File: config.mk
export PLATFORM = sky130hd
export DESIGN_NAME = multi_sensor_time_window_collator
export DESIGN_NICKNAME = d
export VERILOG_FILES = /design/src/rtl/mstwc_pkg.sv /design/src/rtl/mstwc_ram.sv /design/src/rtl/mstwc_cmd_fifo.sv /design/src/rtl/mstwc_front.sv /design/src/rtl/mstwc_back.sv /design/src/rtl/multi_sensor_time_window_collator.sv
export SDC_FILE = /design/constraint.sdc
export NUM_CORES = 2
export LEC_CHECK = 0
export ABC_CLOCK_PERIOD_IN_PS = 7900
export BUFFER_PORTS_ARGS = -buffer_cell sky130_fd_sc_hd__buf_2
export CAP_MARGIN = 20
export CORE_ASPECT_RATIO = 1.1
export CORE_MARGIN = 2
export CORE_UTILIZATION = 50
export DETAILED_ROUTE_END_ITERATION = 16
export PLACE_DENSITY = 0.66
export RECOVER_POWER = 100
export SLEW_MARGIN = 20
export SYNTH_ARGS = -nofsm -noshare
export SYNTH_HDL_FRONTEND = slang
export SYNTH_SLANG_ARGS = --single-unit
export TNS_END_PERCENT = 50
File: constraint.sdc
create_clock -name clk_i -period 7.9 [get_ports clk_i]
set_input_delay 0.395 -clock clk_i [delete_from_list [all_inputs] [get_ports clk_i]]
set_output_delay 0.395 -clock clk_i [all_outputs]
set_load 0.05 [all_outputs]
File: src/rtl/mstwc_pkg.sv
`timescale 1ns / 1ps

package mstwc_pkg;

  // Defaults for the top-level parameters
  localparam int MaxSensorsDef  = 8;
  localparam int PayloadBitsDef = 32;

  // Fixed field widths of the ports
  localparam int WindowBits   = 40;
  localparam int CountBits    = 4;
  localparam int IndexBits    = 3;
  localparam int TsBits       = 62;
  localparam int FieldPayBits = 32;
  localparam int ReasonBits   = 2;
  localparam int CfgIndexBits = 1;

  localparam logic [WindowBits-1:0] WindowReset = 40'd100000000;
  localparam logic [CountBits-1:0]  CountReset  = 4'd1;

  // Set banks shared by the front (filling) and the back (draining)
  localparam int NumBanks = 4;
  localparam int BankBits = $clog2(NumBanks);

  typedef enum logic [ReasonBits-1:0] {
    ReasonWindow = 2'd0,
    ReasonDup    = 2'd1,
    ReasonFull   = 2'd2,
    ReasonFlush  = 2'd3
  } reason_e;

  typedef enum logic [CfgIndexBits-1:0] {
    CfgWindow = 1'b0,
    CfgCount  = 1'b1
  } cfg_reg_e;

  typedef enum logic {
    ActArrive = 1'b0,
    ActFlush  = 1'b1
  } action_e;

  // One emitted set: which bank holds its payloads and why it was emitted
  typedef struct packed {
    logic [BankBits-1:0] bank;
    reason_e             reason;
  } set_cmd_t;

endpackage

File: src/rtl/mstwc_ram.sv
`timescale 1ns / 1ps

module mstwc_ram #(
  parameter int WIDTH = 32,
  parameter int DEPTH = 32
) (
  input  logic                                  clk_i,
  input  logic                                  we_i,
  input  logic [(DEPTH > 1 ? $clog2(DEPTH) : 1)-1:0] waddr_i,
  input  logic [WIDTH-1:0]                      wdata_i,
  input  logic                                  re_i,
  input  logic [(DEPTH > 1 ? $clog2(DEPTH) : 1)-1:0] raddr_i,
  output logic [WIDTH-1:0]                      rdata_o
);

  logic [WIDTH-1:0] mem_q [DEPTH];
  logic [WIDTH-1:0] rdata_q;

  always_ff @(posedge clk_i) begin
    if (we_i) begin
      mem_q[waddr_i] <= wdata_i;
    end
    if (re_i) begin
      rdata_q <= mem_q[raddr_i];
    end
  end

  assign rdata_o = rdata_q;

endmodule

File: src/rtl/mstwc_cmd_fifo.sv
`timescale 1ns / 1ps

module mstwc_cmd_fifo #(
  parameter int WIDTH = 8,
  parameter int DEPTH = 4
) (
  input  logic             clk_i,
  input  logic             rst_ni,
  input  logic             push_i,
  input  logic [WIDTH-1:0] wdata_i,
  input  logic             pop_i,
  output logic             empty_o,
  output logic [WIDTH-1:0] rdata_o
);

  localparam int AW = (DEPTH > 1) ? $clog2(DEPTH) : 1;
  localparam int CW = $clog2(DEPTH + 1);

  logic [WIDTH-1:0] mem_q [DEPTH];
  logic [AW-1:0]    wr_q, wr_d, rd_q, rd_d;
  logic [CW-1:0]    cnt_q, cnt_d;
  logic             do_pop;

  assign empty_o = (cnt_q == '0);
  assign rdata_o = mem_q[rd_q];
  assign do_pop  = pop_i && !empty_o;

  always_comb begin
    wr_d  = wr_q;
    rd_d  = rd_q;
    cnt_d = cnt_q;
    if (push_i) begin
      wr_d = (wr_q == AW'(DEPTH - 1)) ? '0 : wr_q + AW'(1);
    end
    if (do_pop) begin
      rd_d = (rd_q == AW'(DEPTH - 1)) ? '0 : rd_q + AW'(1);
    end
    if (push_i && !do_pop) begin
      cnt_d = cnt_q + CW'(1);
    end else if (!push_i && do_pop) begin
      cnt_d = cnt_q - CW'(1);
    end
  end

  always_ff @(posedge clk_i) begin
    if (push_i) begin
      mem_q[wr_q] <= wdata_i;
    end
  end

  always_ff @(posedge clk_i or negedge rst_ni) begin
    if (!rst_ni) begin
      wr_q  <= '0;
      rd_q  <= '0;
      cnt_q <= '0;
    end else begin
      wr_q  <= wr_d;
      rd_q  <= rd_d;
      cnt_q <= cnt_d;
    end
  end

endmodule

File: src/rtl/mstwc_front.sv
`timescale 1ns / 1ps

module mstwc_front #(
  parameter int MAX_SENSORS  = mstwc_pkg::MaxSensorsDef,
  parameter int PAYLOAD_BITS = mstwc_pkg::PayloadBitsDef
) (
  input  logic                                   clk_i,
  input  logic                                   rst_ni,
  // item channel
  input  logic                                   push_i,
  output logic                                   full_o,
  input  logic                                   action_i,
  input  logic [mstwc_pkg::IndexBits-1:0]        sensor_id_i,
  input  logic [mstwc_pkg::TsBits-1:0]           timestamp_i,
  input  logic [mstwc_pkg::FieldPayBits-1:0]     payload_i,
  // configuration
  input  logic [mstwc_pkg::WindowBits-1:0]       window_i,
  input  logic [$clog2(MAX_SENSORS + 1)-1:0]     used_i,
  // set commands toward the back
  input  logic                                   set_done_i,
  output logic                                   cmd_push_o,
  output mstwc_pkg::set_cmd_t                    cmd_o,
  output logic [MAX_SENSORS-1:0]                 cmd_vec_o,
  // payload store write port
  output logic                                   ram_we_o,
  output logic [mstwc_pkg::BankBits + ((MAX_SENSORS > 1) ? $clog2(MAX_SENSORS) : 1)-1:0]
                                                 ram_waddr_o,
  output logic [PAYLOAD_BITS-1:0]                ram_wdata_o
);

  localparam int SW = (MAX_SENSORS > 1) ? $clog2(MAX_SENSORS) : 1;
  localparam int OW = $clog2(mstwc_pkg::NumBanks + 1);
  localparam int TW = mstwc_pkg::TsBits + 1;
  localparam int BB = mstwc_pkg::BankBits;

  logic [MAX_SENSORS-1:0] valid_q, valid_d;
  logic [BB-1:0]          cur_q, cur_d;
  logic                   pend_q, pend_d;
  mstwc_pkg::set_cmd_t    pend_cmd_q, pend_cmd_d;
  logic [MAX_SENSORS-1:0] pend_vec_q, pend_vec_d;
  logic [mstwc_pkg::TsBits-1:0] anchor_q, anchor_d;
  logic                   anchor_set_q, anchor_set_d;
  logic [OW-1:0]          outst_q, outst_d;

  logic                   accept, in_range, outside, any_full, dup_hit;
  logic                   is_arrive, is_flush, early_win, early_dup, early, set_full;
  logic [MAX_SENSORS-1:0] onehot, mask, base_vec, new_vec;
  logic [TW-1:0]          hi_sum, lo_sum;
  logic [BB-1:0]          target;
  logic [SW-1:0]          slot;

  // Leave room for two set pushes caused by one item
  assign full_o = pend_q || (outst_q > OW'(mstwc_pkg::NumBanks - 3));
  assign accept = push_i && !full_o;
  assign slot   = SW'(sensor_id_i);

  always_comb begin
    for (int i = 0; i < MAX_SENSORS; i++) begin
      onehot[i] = (32'(sensor_id_i) == i);
      mask[i]   = (i < 32'(used_i));
    end
  end

  assign in_range = 32'(sensor_id_i) < 32'(used_i);
  assign hi_sum   = {1'b0, anchor_q} + TW'(window_i);
  assign lo_sum   = {1'b0, timestamp_i} + TW'(window_i);
  assign outside  = !anchor_set_q || ({1'b0, timestamp_i} >= hi_sum) ||
                    (lo_sum < {1'b0, anchor_q});
  assign any_full = |(valid_q & mask);
  assign dup_hit  = |(valid_q & onehot);

  assign is_arrive = accept && (mstwc_pkg::action_e'(action_i) == mstwc_pkg::ActArrive) &&
                     in_range;
  assign is_flush  = accept && (mstwc_pkg::action_e'(action_i) == mstwc_pkg::ActFlush);
  assign early_win = is_arrive && outside && any_full;
  assign early_dup = is_arrive && !early_win && dup_hit;
  assign early     = early_win || early_dup;
  assign base_vec  = early ? '0 : valid_q;
  assign new_vec   = base_vec | onehot;
  assign set_full  = is_arrive && (&(new_vec | ~mask));
  assign target    = early ? cur_q + BB'(1) : cur_q;

  always_comb begin
    cmd_push_o   = 1'b0;
    cmd_o        = '{bank: cur_q, reason: mstwc_pkg::ReasonFlush};
    cmd_vec_o    = valid_q;
    valid_d      = valid_q;
    pend_d       = 1'b0;
    pend_cmd_d   = pend_cmd_q;
    pend_vec_d   = pend_vec_q;
    anchor_d     = anchor_q;
    anchor_set_d = anchor_set_q;
    if (pend_q) begin
      // second set of the same item: the new set filled at once
      cmd_push_o = 1'b1;
      cmd_o      = pend_cmd_q;
      cmd_vec_o  = pend_vec_q;
    end else if (is_flush && any_full) begin
      cmd_push_o = 1'b1;
      valid_d    = '0;
    end else if (is_arrive) begin
      valid_d      = set_full ? '0 : new_vec;
      anchor_set_d = 1'b1;
      if (outside || early_dup || set_full) begin
        anchor_d = timestamp_i;
      end
      if (early) begin
        cmd_push_o = 1'b1;
        cmd_o      = '{bank: cur_q,
                       reason: early_win ? mstwc_pkg::ReasonWindow : mstwc_pkg::ReasonDup};
        if (set_full) begin
          pend_d     = 1'b1;
          pend_cmd_d = '{bank: target, reason: mstwc_pkg::ReasonFull};
          pend_vec_d = new_vec;
        end
      end else if (set_full) begin
        cmd_push_o = 1'b1;
        cmd_o      = '{bank: cur_q, reason: mstwc_pkg::ReasonFull};
        cmd_vec_o  = new_vec;
      end
    end
    cur_d   = cur_q + BB'(cmd_push_o);
    outst_d = outst_q + OW'(cmd_push_o) - OW'(set_done_i);
  end

  assign ram_we_o    = is_arrive;
  assign ram_waddr_o = {target, slot};
  assign ram_wdata_o = PAYLOAD_BITS'(payload_i);

  always_ff @(posedge clk_i) begin
    pend_cmd_q <= pend_cmd_d;
    pend_vec_q <= pend_vec_d;
  end

  always_ff @(posedge clk_i or negedge rst_ni) begin
    if (!rst_ni) begin
      valid_q      <= '0;
      cur_q        <= '0;
      pend_q       <= 1'b0;
      anchor_q     <= '0;
      anchor_set_q <= 1'b0;
      outst_q      <= '0;
    end else begin
      valid_q      <= valid_d;
      cur_q        <= cur_d;
      pend_q       <= pend_d;
      anchor_q     <= anchor_d;
      anchor_set_q <= anchor_set_d;
      outst_q      <= outst_d;
    end
  end

  a_outst_bound: assert property (@(posedge clk_i) disable iff (!rst_ni)
    outst_q <= OW'(mstwc_pkg::NumBanks - 1))
    else $error("more sets in flight than banks");

  a_pend_pushes: assert property (@(posedge clk_i) disable iff (!rst_ni)
    pend_q |-> cmd_push_o && !accept)
    else $error("pending full set not pushed");

endmodule

File: src/rtl/mstwc_back.sv
`timescale 1ns / 1ps

module mstwc_back #(
  parameter int MAX_SENSORS  = mstwc_pkg::MaxSensorsDef,
  parameter int PAYLOAD_BITS = mstwc_pkg::PayloadBitsDef
) (
  input  logic                                   clk_i,
  input  logic                                   rst_ni,
  // set commands from the front
  input  logic                                   cmd_empty_i,
  input  mstwc_pkg::set_cmd_t                    cmd_i,
  input  logic [MAX_SENSORS-1:0]                 cmd_vec_i,
  output logic                                   cmd_pop_o,
  input  logic [$clog2(MAX_SENSORS + 1)-1:0]     used_i,
  output logic                                   set_done_o,
  // payload store read port
  output logic                                   ram_re_o,
  output logic [mstwc_pkg::BankBits + ((MAX_SENSORS > 1) ? $clog2(MAX_SENSORS) : 1)-1:0]
                                                 ram_raddr_o,
  input  logic [PAYLOAD_BITS-1:0]                ram_rdata_i,
  // result channel
  output logic                                   empty,
  input  logic                                   pop,
  output logic [mstwc_pkg::IndexBits-1:0]        slot_index_o,
  output logic                                   slot_valid_o,
  output logic [mstwc_pkg::FieldPayBits-1:0]     slot_payload_o,
  output logic [mstwc_pkg::ReasonBits-1:0]       yield_reason_o,
  output logic                                   last_o
);

  localparam int SW     = (MAX_SENSORS > 1) ? $clog2(MAX_SENSORS) : 1;
  localparam int NW     = $clog2(MAX_SENSORS + 1);
  localparam int PayOut = mstwc_pkg::FieldPayBits;

  // set being walked
  logic                   active_q;
  logic [mstwc_pkg::BankBits-1:0] bank_q;
  mstwc_pkg::reason_e     reason_q;
  logic [MAX_SENSORS-1:0] vec_q;
  logic [SW-1:0]          idx_q;
  // read in flight
  logic                   s1_v_q, s1_valid_q, s1_last_q;
  logic [SW-1:0]          s1_idx_q;
  mstwc_pkg::reason_e     s1_reason_q;
  // output register
  logic                   out_v_q, out_valid_q, out_last_q;
  logic [SW-1:0]          out_idx_q;
  mstwc_pkg::reason_e     out_reason_q;
  logic [PayOut-1:0]      out_pay_q;

  logic out_free, s1_adv, s1_free, issue, last_issue, load;

  assign out_free   = !out_v_q || pop;
  assign s1_adv     = s1_v_q && out_free;
  assign s1_free    = !s1_v_q || out_free;
  assign issue      = active_q && s1_free;
  assign last_issue = issue && (NW'(idx_q) == used_i - NW'(1));
  assign load       = !cmd_empty_i && (!active_q || last_issue);

  assign cmd_pop_o   = load;
  assign set_done_o  = last_issue;
  assign ram_re_o    = issue;
  assign ram_raddr_o = {bank_q, idx_q};

  always_ff @(posedge clk_i) begin
    if (load) begin
      bank_q   <= cmd_i.bank;
      reason_q <= cmd_i.reason;
      vec_q    <= cmd_vec_i;
    end
    if (issue) begin
      s1_idx_q    <= idx_q;
      s1_valid_q  <= vec_q[idx_q];
      s1_last_q   <= (NW'(idx_q) == used_i - NW'(1));
      s1_reason_q <= reason_q;
    end
    if (s1_adv) begin
      out_idx_q    <= s1_idx_q;
      out_valid_q  <= s1_valid_q;
      out_last_q   <= s1_last_q;
      out_reason_q <= s1_reason_q;
      out_pay_q    <= s1_valid_q ? PayOut'(ram_rdata_i) : '0;
    end
  end

  always_ff @(posedge clk_i or negedge rst_ni) begin
    if (!rst_ni) begin
      active_q <= 1'b0;
      idx_q    <= '0;
      s1_v_q   <= 1'b0;
      out_v_q  <= 1'b0;
    end else begin
      if (load) begin
        active_q <= 1'b1;
        idx_q    <= '0;
      end else if (last_issue) begin
        active_q <= 1'b0;
      end else if (issue) begin
        idx_q <= idx_q + SW'(1);
      end
      if (issue) begin
        s1_v_q <= 1'b1;
      end else if (s1_adv) begin
        s1_v_q <= 1'b0;
      end
      if (s1_adv) begin
        out_v_q <= 1'b1;
      end else if (pop) begin
        out_v_q <= 1'b0;
      end
    end
  end

  assign empty          = !out_v_q;
  assign slot_index_o   = mstwc_pkg::IndexBits'(out_idx_q);
  assign slot_valid_o   = out_valid_q;
  assign slot_payload_o = out_pay_q;
  assign yield_reason_o = out_reason_q;
  assign last_o         = out_last_q;

  a_walk_in_range: assert property (@(posedge clk_i) disable iff (!rst_ni)
    active_q |-> (NW'(idx_q) < used_i))
    else $error("slot walk beyond slots in use");

  a_read_holds: assert property (@(posedge clk_i) disable iff (!rst_ni)
    s1_v_q && !out_free |=> $stable(ram_rdata_i))
    else $error("read data lost while stalled");

endmodule

File: src/rtl/multi_sensor_time_window_collator.sv
`timescale 1ns / 1ps

// Multi-sensor time-window collator.
// Items enter through a queue-like port: an item is taken on a clock edge with push high
// and full low. action 0 files the payload in the slot of sensor_id_i; action 1 flushes
// the partial set. Results leave the same way: while empty is low the oldest slot result
// sits on the slot_* ports and is taken on an edge with pop high.
// An emitted set yields one result per slot in use, slot 0 first, last on the final one.
// Configuration (window length, sensor count) is written through cfg_we_i / cfg_index_i
// / cfg_data_i with no wait; the user must write it only while the block is idle, as the
// block does not enforce this. Throughput: one item per cycle while full is low; an
// emitted set drains at one slot result per cycle while results are taken. The
// front fills one of four payload banks while the back drains the others; full rises
// when fewer than two banks are free, so a burst of sets pauses input until results
// are taken. The rare item that closes two sets holds full high while the second set
// is pushed. A set's first result passes the command queue, the walk registers, the
// read stage and the output register before it is on the ports.
// Reset clears all slots, the anchor and the queues; window returns to 100 ms and the
// sensor count to one. When the receiver stalls, the result holds and the back end
// waits; the front keeps taking items until its banks run out.

module multi_sensor_time_window_collator #(
  parameter int MAX_SENSORS  = mstwc_pkg::MaxSensorsDef,
  parameter int PAYLOAD_BITS = mstwc_pkg::PayloadBitsDef
) (
  input  logic                                 clk_i,
  input  logic                                 rst_ni,
  // configuration write port
  input  logic                                 cfg_we_i,
  input  logic [mstwc_pkg::CfgIndexBits-1:0]   cfg_index_i,
  input  logic [mstwc_pkg::WindowBits-1:0]     cfg_data_i,
  // item channel
  input  logic                                 push,
  output logic                                 full,
  input  logic                                 action_i,
  input  logic [mstwc_pkg::IndexBits-1:0]      sensor_id_i,
  input  logic [mstwc_pkg::TsBits-1:0]         timestamp_i,
  input  logic [mstwc_pkg::FieldPayBits-1:0]   payload_i,
  // result channel
  output logic                                 empty,
  input  logic                                 pop,
  output logic [mstwc_pkg::IndexBits-1:0]      slot_index_o,
  output logic                                 slot_valid_o,
  output logic [mstwc_pkg::FieldPayBits-1:0]   slot_payload_o,
  output logic [mstwc_pkg::ReasonBits-1:0]     yield_reason_o,
  output logic                                 last_o
);

  localparam int SW = (MAX_SENSORS > 1) ? $clog2(MAX_SENSORS) : 1;
  localparam int NW = $clog2(MAX_SENSORS + 1);
  localparam int AW = mstwc_pkg::BankBits + SW;
  localparam int CmdW = MAX_SENSORS + $bits(mstwc_pkg::set_cmd_t);

  logic [mstwc_pkg::WindowBits-1:0] window_q;
  logic [mstwc_pkg::CountBits-1:0]  count_q;
  logic [NW-1:0]                    used;

  // Configuration registers
  always_ff @(posedge clk_i or negedge rst_ni) begin
    if (!rst_ni) begin
      window_q <= mstwc_pkg::WindowReset;
      count_q  <= mstwc_pkg::CountReset;
    end else if (cfg_we_i) begin
      unique case (mstwc_pkg::cfg_reg_e'(cfg_index_i))
        mstwc_pkg::CfgWindow: window_q <= cfg_data_i;
        mstwc_pkg::CfgCount:  count_q  <= mstwc_pkg::CountBits'(cfg_data_i);
        default: ;
      endcase
    end
  end

  // Clamp the sensor count to 1 .. MAX_SENSORS
  always_comb begin
    if (count_q == '0) begin
      used = NW'(1);
    end else if (32'(count_q) > MAX_SENSORS) begin
      used = NW'(MAX_SENSORS);
    end else begin
      used = NW'(count_q);
    end
  end

  logic                   cmd_push, cmd_pop, cmd_empty, set_done;
  mstwc_pkg::set_cmd_t    cmd_in, cmd_out;
  logic [MAX_SENSORS-1:0] vec_in, vec_out;
  logic [CmdW-1:0]        fifo_out;
  logic                   ram_we, ram_re;
  logic [AW-1:0]          ram_waddr, ram_raddr;
  logic [PAYLOAD_BITS-1:0] ram_wdata, ram_rdata;

  mstwc_front #(
    .MAX_SENSORS (MAX_SENSORS),
    .PAYLOAD_BITS(PAYLOAD_BITS)
  ) u_front (
    .clk_i         (clk_i),
    .rst_ni        (rst_ni),
    .push_i        (push),
    .full_o        (full),
    .action_i      (action_i),
    .sensor_id_i   (sensor_id_i),
    .timestamp_i   (timestamp_i),
    .payload_i     (payload_i),
    .window_i      (window_q),
    .used_i        (used),
    .set_done_i    (set_done),
    .cmd_push_o    (cmd_push),
    .cmd_o         (cmd_in),
    .cmd_vec_o     (vec_in),
    .ram_we_o      (ram_we),
    .ram_waddr_o   (ram_waddr),
    .ram_wdata_o   (ram_wdata)
  );

  // Hold closed sets between the front and the back
  mstwc_cmd_fifo #(
    .WIDTH(CmdW),
    .DEPTH(mstwc_pkg::NumBanks)
  ) u_cmd_fifo (
    .clk_i  (clk_i),
    .rst_ni (rst_ni),
    .push_i (cmd_push),
    .wdata_i({vec_in, cmd_in}),
    .pop_i  (cmd_pop),
    .empty_o(cmd_empty),
    .rdata_o(fifo_out)
  );

  assign cmd_out = mstwc_pkg::set_cmd_t'(fifo_out[$bits(mstwc_pkg::set_cmd_t)-1:0]);
  assign vec_out = fifo_out[CmdW-1:$bits(mstwc_pkg::set_cmd_t)];

  // Slot payloads, one row of slots per bank
  mstwc_ram #(
    .WIDTH(PAYLOAD_BITS),
    .DEPTH(mstwc_pkg::NumBanks << SW)
  ) u_ram (
    .clk_i  (clk_i),
    .we_i   (ram_we),
    .waddr_i(ram_waddr),
    .wdata_i(ram_wdata),
    .re_i   (ram_re),
    .raddr_i(ram_raddr),
    .rdata_o(ram_rdata)
  );

  mstwc_back #(
    .MAX_SENSORS (MAX_SENSORS),
    .PAYLOAD_BITS(PAYLOAD_BITS)
  ) u_back (
    .clk_i         (clk_i),
    .rst_ni        (rst_ni),
    .cmd_empty_i   (cmd_empty),
    .cmd_i         (cmd_out),
    .cmd_vec_i     (vec_out),
    .cmd_pop_o     (cmd_pop),
    .used_i        (used),
    .set_done_o    (set_done),
    .ram_re_o      (ram_re),
    .ram_raddr_o   (ram_raddr),
    .ram_rdata_i   (ram_rdata),
    .empty         (empty),
    .pop           (pop),
    .slot_index_o  (slot_index_o),
    .slot_valid_o  (slot_valid_o),
    .slot_payload_o(slot_payload_o),
    .yield_reason_o(yield_reason_o),
    .last_o        (last_o)
  );

endmodule
# Word level (Yosys, flattened, before mapping)
# Memories as Yosys holds them, arrays and structs flattened. A register that Yosys moved wholly into a read port is not among the register bits.
# Index checks and enable logic that the tools add are counted.
dict set report op_classes {
  n_bitwise 9
  mul 0
  addsub 12
  n_eq_ne 11
  mux 46
  magnitude_cmp 14
  n_div 0
  n_shift 0
  reduce_logical 54
}
# cell count
set op_table {}
lappend op_table {{$add 62x40->63} 2}
lappend op_table {{$mux 8} 9}
lappend op_table {{$ge 62x63->1} 1}
lappend op_table {{$lt 63x62->1} 1}
lappend op_table {{$mux 1} 22}
lappend op_table {{$logic_and 1x1->1} 17}
lappend op_table {{$and 8x8->8} 2}
lappend op_table {{$lt 3x4->1 const A} 4}
lappend op_table {{$or 8x8->8} 2}
lappend op_table {{$reduce_or 8->1} 2}
lappend op_table {{$mux 3} 5}
lappend op_table {{$eq 3x3->1 const B} 4}
lappend op_table {{$mux 2} 6}
lappend op_table {{$mux 4} 3}
lappend op_table {{$reduce_bool 2->1} 6}
lappend op_table {{$logic_not 1->1} 9}
lappend op_table {{$logic_or 1x1->1} 9}
lappend op_table {{$lt 1x4->1 const A} 2}
lappend op_table {{$lt 2x4->1 const A} 2}
lappend op_table {{$not 8->8} 1}
lappend op_table {{$reduce_and 2->1} 4}
lappend op_table {{$reduce_and 8->1} 1}
lappend op_table {{$add 2x1->2 const B} 3}
lappend op_table {{$add 3x1->3 const B} 2}
lappend op_table {{21 further kinds} 27}
dict set report word_totals {
  latch_bits 0
  output_inout_bits 41
  ram_bits 1072
  n_memories 2
  register_bits 190
  romBits 0
  word_cells 174
  in_bits 144
}
# memory depth word_bits read_ports rd_clocked_by_memory_dff wr line
set mem_list {}
lappend mem_list {u_ram.mem_q 32 32 1 1 1 mstwc_ram.sv:16} ;# logic [WIDTH-1:0] mem_q [DEPTH];
lappend mem_list {u_cmd_fifo.mem_q 4 12 1 1 1 mstwc_cmd_fifo.sv:19} ;# logic [WIDTH-1:0] mem_q [DEPTH];

# Logic depth before layout (Yosys ltp)
dict set report logic_depth {
  word_depth 26
  mapped_depth 33
  mapped_depth_nobuf 32
}

# By module
# From an unflattened synthesis, not the netlist that was laid out.
dict set report hier_totals {
  cells_unflattened 4040
  area_unflattened_um2 59225.6
}
# mod n_inst area_each_um2 cells_per_inst seq_area_each_um2
set by_module_without_submodules {}
lappend by_module_without_submodules {mstwc_ram 1 40812.9 2260 31710.4}
lappend by_module_without_submodules {mstwc_front 1 12052.8 1435 2227.1}
lappend by_module_without_submodules {mstwc_back 1 2449.8 147 1891.8}
lappend by_module_without_submodules {mstwc_cmd_fifo 1 2183.3 99 1616.6}
lappend by_module_without_submodules {multi_sensor_time_window_collator 1 1726.7 99 1117.3}

# Least setup slack after synthesis
# No wires, ideal clock.
dict set report synth_timing {
  path_type {register to register}
  from {reg u_front.anchor_q[0] in the netlist's numbering}
  to {mem u_ram.mem_q[4][0] (enable)}
  path_stages_with_launch 27
  arrival_ns 8.164
  path_buffers 1
  t_required_ns 7.432
  period_less_slack_ns 8.632
  slack_ns -0.732
  setup_time_ns 0.468
  cell_sequence {dfrtp_1 ha_1 inv_1 fa_1 nor2b_1 o2111ai_1 a21oi_2 o21ai_0 a2111oi_0 nor2_1 a22oi_1 a221oi_1 nor3_1 nand3_1 xnor2_1 ha_1 or4_1 a221o_1 a311oi_2 a211oi_1 o21ai_1 and4_4 o211ai_4 nand2_1 buf_2 a21oi_1 nor3b_1}
}
dict set report synth_via {
  elab_chain_len 11
  elab_cells_between_ends 12
  cone_classes {add/sub: 1; order compare: 2; mux: 1; reduce/logical: 8}
}
# item line
set synth_rtl {}
lappend synth_rtl {{start, declared} mstwc_front.sv:41} ;# logic [mstwc_pkg::TsBits-1:0] anchor_q, anchor_d;
lappend synth_rtl {{start signal, assigned} mstwc_front.sv:147} ;# anchor_q <= anchor_d;
lappend synth_rtl {{$add 62x40->63} mstwc_front.sv:65} ;# assign hi_sum = {1'b0, anchor_q} + TW'(window_i);
lappend synth_rtl {{$ge 62x63->1} mstwc_front.sv:67} ;# assign outside = !anchor_set_q || ({1'b0, timestamp_i} >= hi_sum) ||
lappend synth_rtl {{$logic_or 1x1->1} mstwc_front.sv:67}
lappend synth_rtl {{$logic_or 1x1->1 *} mstwc_front.sv:67}
lappend synth_rtl {{$logic_and 1x1->1 * (2 in a row)} mstwc_front.sv:75} ;# assign early_win = is_arrive && outside && any_full;
lappend synth_rtl {{$logic_not 1->1} mstwc_front.sv:76} ;# assign early_dup = is_arrive && !early_win && dup_hit;
lappend synth_rtl {{$logic_and 1x1->1 (2 in a row)} mstwc_front.sv:76}
lappend synth_rtl {{$logic_or 1x1->1 *} mstwc_front.sv:77} ;# assign early = early_win || early_dup;
lappend synth_rtl {{$mux 2 *} mstwc_front.sv:81} ;# assign target = early ? cur_q + BB'(1) : cur_q;
lappend synth_rtl {{end, declared} mstwc_ram.sv:16}
# Mark *: on every way between the ends. The rest lies on a longest branch, timed or not.

# Final worst setup path
dict set report layout_timing {
  from {reg window_q[4] in the netlist's numbering}
  to {reg u_front.anchor_q[51] in the netlist's numbering}
}
dict set report layout_via {
  elab_chain_len 17
  elab_cells_between_ends 20
  cone_classes {add/sub: 2; order compare: 2; mux: 1; bitwise: 2; reduce/logical: 13}
}
# item line
set layout_rtl {}
lappend layout_rtl {{start, declared} multi_sensor_time_window_collator.sv:54} ;# logic [mstwc_pkg::WindowBits-1:0] window_q;
lappend layout_rtl {{start signal, assigned} multi_sensor_time_window_collator.sv:61} ;# window_q <= mstwc_pkg::WindowReset;
lappend layout_rtl {{start signal, assigned} multi_sensor_time_window_collator.sv:65} ;# mstwc_pkg::CfgWindow: window_q <= cfg_data_i;
lappend layout_rtl {{$add 62x40->63} mstwc_front.sv:65}
lappend layout_rtl {{$ge 62x63->1} mstwc_front.sv:67}
lappend layout_rtl {{$logic_or 1x1->1} mstwc_front.sv:67}
lappend layout_rtl {{$logic_or 1x1->1 *} mstwc_front.sv:67}
lappend layout_rtl {{$logic_and 1x1->1 (2 in a row)} mstwc_front.sv:75}
lappend layout_rtl {{$logic_not 1->1} mstwc_front.sv:76}
lappend layout_rtl {{$logic_and 1x1->1 (2 in a row)} mstwc_front.sv:76}
lappend layout_rtl {{$logic_or 1x1->1} mstwc_front.sv:77}
lappend layout_rtl {{$mux 8} mstwc_front.sv:78} ;# assign base_vec = early ? '0 : valid_q;
lappend layout_rtl {{$or 8x8->8} mstwc_front.sv:79} ;# assign new_vec = base_vec | onehot;
lappend layout_rtl {{$or 8x8->8} mstwc_front.sv:80} ;# assign set_full = is_arrive && (&(new_vec | ~mask));
lappend layout_rtl {{$reduce_and 8->1} mstwc_front.sv:80}
lappend layout_rtl {{$logic_and 1x1->1} mstwc_front.sv:80}
lappend layout_rtl {{$logic_or 1x1->1 *} mstwc_front.sv:104} ;# if (outside || early_dup || set_full) begin
lappend layout_rtl {{$reduce_and 4->1 (no line) *} --}
# Marks and branches as above.
# A chain may end at the register's enable or synchronous reset.

==> impl_metrics.csv <==
group,metric,value,unit
synth,syn_area,0.0582,sq mm
sta,min_period_over_period,96.3,%
placement,gp_congestion,0.894,
synth,ys_seq_area_share,66.3,%
synth,synth_top_family_by_area,"multiplexers",
layout,nets,4071,
critical_path,cpMaxStageDelayCell,"buf_2",
synth,synth_compound_gate_area_share,4.68,%
layout,stdcell_count,5340,
detailed_routing,routed_wl,137,mm
placement,hpwl,85.2,mm
sta,holdWs,77.5,ps
die,die_h,362,um
cts,cts_tree,"done",
detailed_routing,drc,0,
layout,drive_gt1_share,23.0,%
die,rows,131,
sta,period_minus_slack,7610,ps
synth,synthTopCellsByArea,"edfxtp_1, mux4_2, dfrtp_1, ha_1, mux2_2",
critical_path,slowest_delay,750,ps
critical_path,crit_fanout,26,
detailed_routing,drtAntennaViolNets,0,
synth,yosysTopAreaCell,"edfxtp_1",
detailed_routing,vias,31340,
synth,muxShareOfSynthArea,16.4,%
cts,clockBufferDepth,3,
sta,rsz0062_at_grt,"no",
critical_path,worstSetupPathType,"flip-flop to flip-flop",
power,ir_worst_vdd,0.266,mV
outcome,status,"finished, violations left",
layout,fill_cells,8873,
critical_path,required,8520,ps
critical_path,reg2regPathDepth,29,
synth,ys.flop_type,"edfxtp_1",
die,fp.coreArea,0.116,sq mm
die,die_area,0.119,sq mm
sta,slew_violations,406,
global_route,grt_pass1_vias,32507,
global_route,overflow,0,
sta,slew_headroom,-185,%
detailed_routing,wl_per_cell,25.7,um
global_route,grt_pass1_wl,206,mm
cts,cts_buffers,133,
global_route,grt_max_degree,138,
critical_path,cp-start-kind,"flip-flop",
detailed_routing,first_iter_violations,2716,
critical_path,r2r_setup_slack,290,ps
sta,hold_violations,0,
critical_path,critPathBufInv,5,
synth,synth_fa_ha_area_share,4.87,%
layout,ff_latch_area,0.0386,sq mm
sta,tns,0,ps
synth,synth-xor-area-share,1.81,%
cts,cts_max_level,4,
synth,synthArstFlopShare,10.3,%
min_path,holdCritStartpoint,"pop",
sta,worst_pin_slew,4270,ps
run,cap_violations,9,
sta,max_freq,0.131,GHz
placement,dp.cells,4991,
die,ios,185,
synth,syn_nets,3673,
synth,synth_edf_count,1172,
cts,root_buffer,"clkbuf_16",
critical_path,critPathCaptureType,"flip-flop",
critical_path,critPathTopFamily,"compound AO/OA/AOI/OAI gates",
min_path,min_path_type,"primary input to flip-flop",
layout,final_cell_mix,"edfxtp_1, mux4_2, ha_1, nand2_1, clkbuf_16",
detailed_routing,viasPerCell,5.87,
critical_path,reg2reg_from,"window_q[4]$_DFFE_PN0P_",
placement,io_buffers,184,
cts,clk_latency,750,ps
synth,ys_warn_count,0,
sta,finalSetupViolCount,0,
global_route,antenna_found_initial,10,
die,start_util,50.3,%
power,p_leak,23.2,nW
global_route,grt_usage,23.5,%
synth,syn_area_per_cell,17.6,sq um
die,die_w,329,um
critical_path,timing.rr.end,"u_front.anchor_q[51]$_DFFE_PN0P_",
cts,clk_pin_slew,70,ps
outcome,violations,"capacitance limit, slew limit",
synth,ys_types,82,
min_path,holdPathEnd,"u_back.s1_v_q$_DFFE_PN0P_",
cts,clock-sinks,1306,
synth,synth-seq-cells,1306,
power,powerDensity,329,mW/mm^2
layout,synthToLayoutAreaGrowth,14.6,%
critical_path,cp.arrival,8230,ps
layout,multi_input_area,0.0187,sq mm
min_path,holdPathStages,3,
synth,synth-simple-area-share,4.34,%
synth,synthCells,3305,
critical_path,startpoint,"window_q[4]$_DFFE_PN0P_",
detailed_routing,firstDrtPassIters,6,
sta,fin_worst_skew,23.6,ps
synth,synth_top_cell_area_share,60.5,%
layout,layout_commonest_cell,"edfxtp_1",
## registers in the layout (all words and copies together), names as in the netlist, 8 cells and up
signal	cells
u_back.slot_payload_o	32
u_ram.rdata_o	32
u_front.anchor_q	62
u_ram.mem_q	1024
window_q	40
u_back.vec_q	8
u_cmd_fifo.mem_q	48
u_front.pend_vec_q	8
u_front.valid_q	8
## worst min-delay path, delay by kind of cell
family | cells | cell delay (ps)
AND/OR/NAND/NOR | 1 | 100
buffers and inverters | 1 | 80
AO/OA/AOI/OAI | 1 | 200
## worst max-delay path by stage
stage | slack (ps) | to | cells after the start
finish | 290 | u_front.anchor_q[51]$_DFFE_PN0P_ | 29
global route | 3 | u_front.outst_q[2]$_DFF_PN0_ | 33
CTS | 30 | u_front.outst_q[2]$_DFF_PN0_ | 34
detailed placement | -90 | u_front.outst_q[2]$_DFF_PN0_ | 34
global placement | 40 | u_front.outst_q[2]$_DFF_PN0_ | 34
floorplan | -730 | u_ram.mem_q[4][0]$_DFFE_PP_ | 26
## cell families after synthesis
group,after synthesis
simple gates,511
compound gates,415
buf+inv,237
fa+ha+maj,224
flops,1306
mux,492
xor+xnor,120
## routing by layer
layer,part of all wire [%],up-vias,track usage [%]
li1,-,14081,-
met4,1.9,10,5.61
met3,5.1,197,4.04
met1,41,16187,30.5
met5,0.043,-,0
met2,52,865,41.1
## power breakdown
part | internal [mW] | switching [mW] | total (mW)
registers | 8.13 | 0.479 | 8.61
logic | 3.42 | 3.72 | 7.14
clock network | 3.63 | 2.59 | 6.22
total | 15.2 | 6.79 | 22.0
## metrics by stage
| step | total power [mW] | utilization, % | worst slack [ps] | area, sq um |
|---|---|---|---|---|
| after floorplan | 14.0 | - | -732 | 58200 |
| after global placement | 15.9 | 53.4 | 37.5 | 61800 |
| after detailed placement | 16.0 | 53.4 | -91.5 | 61800 |
| after CTS | 22.3 | 58.0 | 34.4 | 67100 |
| after global routing | 23.1 | 57.6 | 3.27 | 66700 |
| final | 22.0 | 57.6 | 291 | 66700 |
## cell usage after synthesis, drive strengths merged, types with 14 or more instances
library cell / count
nand3: 40
mux2: 142
ha: 220
and3: 16
nor3: 29
o21ai: 81
nand2b: 27
nor2: 110
buf: 39
nand2: 138
xnor2: 82
mux4: 336
a21oi: 136
edfxtp: 1172
xor2: 38
inv: 115
dfrtp: 121
a21o: 49
and2: 48
nor2b: 21
a31oi: 14
o21a: 18
nand4: 39
mux2i: 14
clkbuf: 83
## final cells by class
cell class / instances / area share, %
flip-flops and latches: 1306 / 57.8
multi-input cells: 1762 / 28.1
clock buffers: 171 / 5.41
repair buffers: 385 / 4.06
well taps: 1529 / 2.87
clock inverters: 68 / 1.05
inverters: 115 / 0.647
diodes: 4 / 0.0150
## what timing repair did
| item | CTS | global route |
|---|---|---|
| hold endpoints to repair | 170 | 0 |
| resized for setup | 2 | 9 |
| setup buffers | 0 | 3 |
| setup endpoints to repair | 530 | 1135 |
| hold buffers | 103 | 0 |
| pin swaps | 0 | 4 |
Note: power is estimated with default switching activity, not from simulation.
